--- config.mk ---
export PLATFORM = sky130hd
export DESIGN_NAME = dqmt_ctrl
export DESIGN_NICKNAME = d
export VERILOG_FILES = /design/src/rtl/device_quirk_match_table_top_macros.svh /design/src/rtl/dqmt_pkg.sv /design/src/rtl/dqmt_ctrl.sv
export SDC_FILE = /design/constraint.sdc
export NUM_CORES = 1
export LEC_CHECK = 0
export ABC_AREA = 1
export ABC_CLOCK_PERIOD_IN_PS = 1500
export CORE_AREA = 2 2 39 41
export CTS_CLUSTER_DIAMETER = 40
export CTS_CLUSTER_SIZE = 14
export DETAILED_ROUTE_END_ITERATION = 12
export DIE_AREA = 0 0 41 43
export DONT_BUFFER_PORTS = 1
export GPL_TIMING_DRIVEN = 1
export PLACE_DENSITY_LB_ADDON = 0.3
export SKIP_LAST_GASP = 1
export SYNTH_ARGS = -nofsm -noshare
export SYNTH_HDL_FRONTEND = slang
export SYNTH_SLANG_ARGS = --single-unit
--- constraint.sdc ---
create_clock -name clock -period 1.5 [get_ports clock]
set_clock_uncertainty 0.2 [all_clocks]
set_input_delay 0.3 -clock clock [delete_from_list [all_inputs] [get_ports clock]]
set_output_delay 0.3 -clock clock [all_outputs]
set_load 0.02 [all_outputs]
--- src/rtl/device_quirk_match_table_top_macros.svh ---
// Assertion macros for the device quirk match table.
// Used by device_quirk_match_table_top; no other dependencies.
`ifndef DEVICE_QUIRK_MATCH_TABLE_TOP_MACROS_SVH
`define DEVICE_QUIRK_MATCH_TABLE_TOP_MACROS_SVH
`ifndef NO_ASSERTIONS
`define DQMT_ASSERT_IMPL(label, clk, rst, ante, cons) \
   label: assert property (@(posedge clk) disable iff (rst) (ante) |-> (cons)) \
      else $error("dqmt: same-cycle check failed");
`define DQMT_ASSERT_NEXT(label, clk, rst, ante, cons) \
   label: assert property (@(posedge clk) disable iff (rst) (ante) |=> (cons)) \
      else $error("dqmt: next-cycle check failed");
`else
`define DQMT_ASSERT_IMPL(label, clk, rst, ante, cons)
`define DQMT_ASSERT_NEXT(label, clk, rst, ante, cons)
`endif
`endif

--- src/rtl/dqmt_pkg.sv ---
// Shared types and constants of the device quirk match table.
// No dependencies; used by every other file of the block but the assertion macro header.
package dqmt_pkg;

   localparam int CODE_W    = 16;
   localparam int ID_W      = 16;
   localparam int SLOT_W    = 3;
   localparam int IDX_OUT_W = 9;
   localparam int CSR_IDX_W = 1;

   localparam logic [CODE_W-1:0] NONE_CODE_RST   = 16'd0;
   localparam logic [CODE_W-1:0] VENDOR_ONLY_RST = 16'd1;

   localparam logic OP_LOOKUP = 1'b0;
   localparam logic OP_WRITE  = 1'b1;

   localparam logic STATUS_OK   = 1'b0;
   localparam logic STATUS_FULL = 1'b1;

   localparam logic [CSR_IDX_W-1:0] CSR_NONE_CODE   = 1'd0;
   localparam logic [CSR_IDX_W-1:0] CSR_VENDOR_ONLY = 1'd1;

   typedef struct packed {
      logic [ID_W-1:0] bus_id;
      logic [ID_W-1:0] vendor_id;
      logic [ID_W-1:0] product_id;
      logic [ID_W-1:0] low_rev;
      logic [ID_W-1:0] high_rev;
   } key_type;

   typedef struct packed {
      logic              operation;
      key_type           key;
      logic [CODE_W-1:0] quirk_code;
      logic [SLOT_W-1:0] slot_index;
   } item_type;

   typedef enum logic [2:0] {
      ST_CLEAR,
      ST_IDLE,
      ST_SCAN,
      ST_DRAIN,
      ST_PICK,
      ST_WRITE,
      ST_DONE
   } state_type;

   typedef struct packed {
      logic clear;
      logic load;
      logic scan;
      logic pick;
      logic write;
      logic finish;
   } cmd_type;

   typedef struct packed {
      logic cnt_last;
      logic op_write;
      logic full;
      logic rsp_free;
   } stat_type;

endpackage

--- src/rtl/dqmt_ctrl.sv ---
// Control state machine of the device quirk match table.
// Depends on dqmt_pkg for the state, command and status types.
module dqmt_ctrl (
   input  logic               clock,
   input  logic               reset,
   input  logic               req_valid,
   output logic               req_ready,
   input  dqmt_pkg::stat_type stat,
   output dqmt_pkg::cmd_type  cmd
);

   dqmt_pkg::state_type state_ff, state_in;

   always_ff @(posedge clock) begin
      if (reset) begin
         state_ff <= dqmt_pkg::ST_CLEAR;
      end else begin
         state_ff <= state_in;
      end
   end

   always_comb begin
      state_in  = state_ff;
      cmd       = '0;
      req_ready = 1'b0;
      case (state_ff)
         dqmt_pkg::ST_CLEAR: begin
            cmd.clear = 1'b1;
            if (stat.cnt_last) state_in = dqmt_pkg::ST_IDLE;
         end
         dqmt_pkg::ST_IDLE: begin
            req_ready = 1'b1;
            if (req_valid) begin
               cmd.load = 1'b1;
               state_in = dqmt_pkg::ST_SCAN;
            end
         end
         dqmt_pkg::ST_SCAN: begin
            cmd.scan = 1'b1;
            if (stat.cnt_last) state_in = dqmt_pkg::ST_DRAIN;
         end
         dqmt_pkg::ST_DRAIN: begin
            state_in = stat.op_write ? dqmt_pkg::ST_PICK : dqmt_pkg::ST_DONE;
         end
         dqmt_pkg::ST_PICK: begin
            cmd.pick = 1'b1;
            state_in = stat.full ? dqmt_pkg::ST_DONE : dqmt_pkg::ST_WRITE;
         end
         dqmt_pkg::ST_WRITE: begin
            cmd.write = 1'b1;
            state_in  = dqmt_pkg::ST_DONE;
         end
         dqmt_pkg::ST_DONE: begin
            cmd.finish = 1'b1;
            if (stat.rsp_free) state_in = dqmt_pkg::ST_IDLE;
         end
         default: begin
            state_in = dqmt_pkg::ST_IDLE;
         end
      endcase
   end

endmodule

==> flow_summary.yaml <==
outcome:
  status: "complete, but fails checks"
  violations: "setup timing"
route:
  route.detailed.drc: 0
  dr.pass1.iters: 3
  wl_per_cell_um: 10.3
  drt_iter0_drc: 12
  route.vias.total: 357
  drtAntennaViolNets: 0
  vias_per_cell: 4.46
  wl_met2_um: 429
  postRouteWirelength_um: 826
  top_layer: "met3"
  wl_met3_um: 51
  met1_length_um: 344
finish:
  diodes: 0
  top_register: "state_ff"
  stdcell_count: 80
  reg_top3: "state_ff (3)"
  nets: 73
  largest_register_ff_count: 3
  drive_gt1_share_pct: 50.0
  area_delta_synth_final_pct: 76.8
global_route:
  globalRouteOverflowTotal: 0
  track_usage_pct: 11.1
  grt_pass1_vias: 341
  grt_max_degree: 7
  antenna_found_initial: 0
  grt_pass1_wl_um: 1350
worst_hold_path:
  hold_start: "stat[0]"
  holdPathEnd: "state_ff[2]"
  holdPathStages: 3
  hold_path_class: "in2reg"
setup_path:
  arrival_ps: 1050
  r2r_end: "state_ff[1]"
  worstPathCellList: "buf_4, nor3_4, buf_6"
  rr_worst_depth: 8
  r2r_slack_ps: 40
  startpoint_type: "register"
  endpoint_kind: "output pin"
  r2r-start: "state_ff[0]"
  cp_max_fo: 4
  crit_buf_inv: 2
  crit_path_max_incr_delay_ps: 350
  critical_path.top_delay_family: "flip-flops"
  worstSetupPathType: "reg2out"
  required_ps: 1000
  slowest_stage: "dfxtp_4"
die:
  start_util_pct: 19.9
  die_x_um: 41
  rows: 14
  fp.dieArea_sq_um: 1760
  die_h_um: 43
  coreArea_sq_um: 1380
  top_level_ports: 14
power:
  powerDensity_nw_per_um2: 791
  ir_drop_mv: 0.317
  finalPower_mw: 0.385
  leakage_nw: 0.235
clock_network:
  htree_levels: 1
  cts.path.max_buffers: 2
  cts_tree: "built"
  cts_num_sinks: 3
  cts_root_buffer: "clkbuf_4"
  cts-buffers-inserted: 3
  worst_skew_pair.late_latency_ps: 230
  clk_pin_slew_ps: 40
placed_design:
  place_hpwl_um: 584
  dp.cells: 70
  numPortBuffers: 0
  place.gp.congestion: 0.751
timing:
  drv_slew: 0
  fin_crit_sh_pct: 103
  max_slew_margin_pct: 83.9
  hold_viol: 0
  max_freq_mhz: 645
  rsz0062_at_grt: "true"
  tightest_slew_ps: 240
  worst_slack_ps: -51.1
  setup_violations: 5
  fin_crit_ps: 1550
logic_synthesis:
  synth_fp_nets: 55
  synth.area.top_cells: "dfxtp_1 22%, inv_1 15%, nand2_1 9.5%, a21oi_1 7.3%, nand3_1 7.3%"
  yosys_warnings: 0
  synth_cell_types: 14
  synth_area_leader_cell: "dfxtp_1"
  syn_inst: 47
  ys_seq_area_share_pct: 21.8
  synth-seq-cells: 3
  post_synth.cell_area_avg_sq_um: 5.86
  synth_area_sq_um: 275
  synth.top_cell.area_share_pct: 21.8
run:
  maxCapViolations: 0
metrics by stage:
| stage | setup slack (ps) | instance area [sq um] | TNS [ps] | utilization (%) | hold WS (ps) |
|---|---|---|---|---|---|
| after floorplan | -7.53 | 280 | -7.53 | - | 169 |
| after global placement | 60.4 | 349 | 0 | 25.2 | 172 |
| after detailed placement | 45.0 | 349 | 0 | 25.2 | 172 |
| after CTS | -62.7 | 455 | -193 | 32.9 | 90.5 |
| after global routing | -126 | 487 | -555 | 35.2 | 137 |
| final | -51.1 | 487 | -153 | 35.2 | 125 |
worst reg2reg max path, delay by kind of cell (launching register included):
family	cells	cell delay, ps
flip-flops	1	360
AO/OA/AOI/OAI	1	140
AND/OR/NAND/NOR	4	400
buffers and inverters	3	280
synth_stat cells:
master    instances
dfxtp_1           3
o21ai_0           1
nand3_1           4
a21oi_1           4
nand4_1           3
nor3_1            3
nand2_2           2
ha_1              1
nor2_1            5
nand2_1           7
buf_6             1
nor2_2            1
o21bai_1          1
inv_1            11
logic make-up (layout without fill, tap and decap cells):
kind of cell / after synthesis / in the layout / synth area share [%]
buf+inv: 12 / 29 / 19.1
fa+ha+maj: 1 / 1 / 4.54
flops: 3 / 3 / 21.8
compound gates: 6 / 6 / 11.8
simple gates: 25 / 25 / 42.7
worst max path at each step:
stage | start | endpoint | slack, ps | cells after the start
floorplan | state_ff[2] | cmd[0] | -8 | 2
global placement | state_ff[2] | state_ff[1] | 60 | 6
detailed placement | state_ff[2] | state_ff[1] | 40 | 6
CTS | state_ff[0] | cmd[2] | -60 | 3
global route | state_ff[0] | cmd[4] | -130 | 5
finish | state_ff[0] | cmd[2] | -50 | 3
cell usage in the layout (no fill, tap or decap):
master,n
a21oi_1,4
buf_4,10
buf_6,3
clkbuf_1,1
clkbuf_4,3
dfxtp_4,3
dlygate4sd3_1,1
ha_1,1
inv_1,8
inv_2,1
inv_4,2
nand2_1,6
nand2_2,3
nand3_1,4
nand4_1,3
nor2_1,2
nor2_2,2
nor2_4,2
nor3_2,2
nor3_4,1
o21ai_0,1
o21bai_1,1
area by class of cell:
| cell class | count | area (sq um) |
|---|---|---|
| sequential | 3 | 71.3 |
| multi-input combinational | 32 | 204 |
| inverter | 11 | 46.3 |
| timing repair buffer | 14 | 119 |
| fill | 153 | 897 |
| tap | 16 | 20.0 |
| clock buffer | 4 | 26.3 |
layer usage:
layer | global-route usage, % | vias to the layer above
met3 | 3.14 | 0
li1 | - | 183
met5 | 0 | -
met2 | 16.9 | 9
met1 | 14.4 | 165
met4 | 4.00 | 0
where the power goes:
part	switching (mW)	internal, mW
logic	0.0862	0.0668
clock network	0.0400	0.0996
registers	0.00821	0.0844
total	0.134	0.251
timing repair:
action | CTS | global route
setup buffers | 3 | 2
hold buffers | 1 | 0
gates resized for setup | 17 | 6
endpoints found under the setup margin | 7 | 10
endpoints found under the hold margin | 3 | 0
pin swaps | 4 | 5
(Power assumes the default switching activity.)
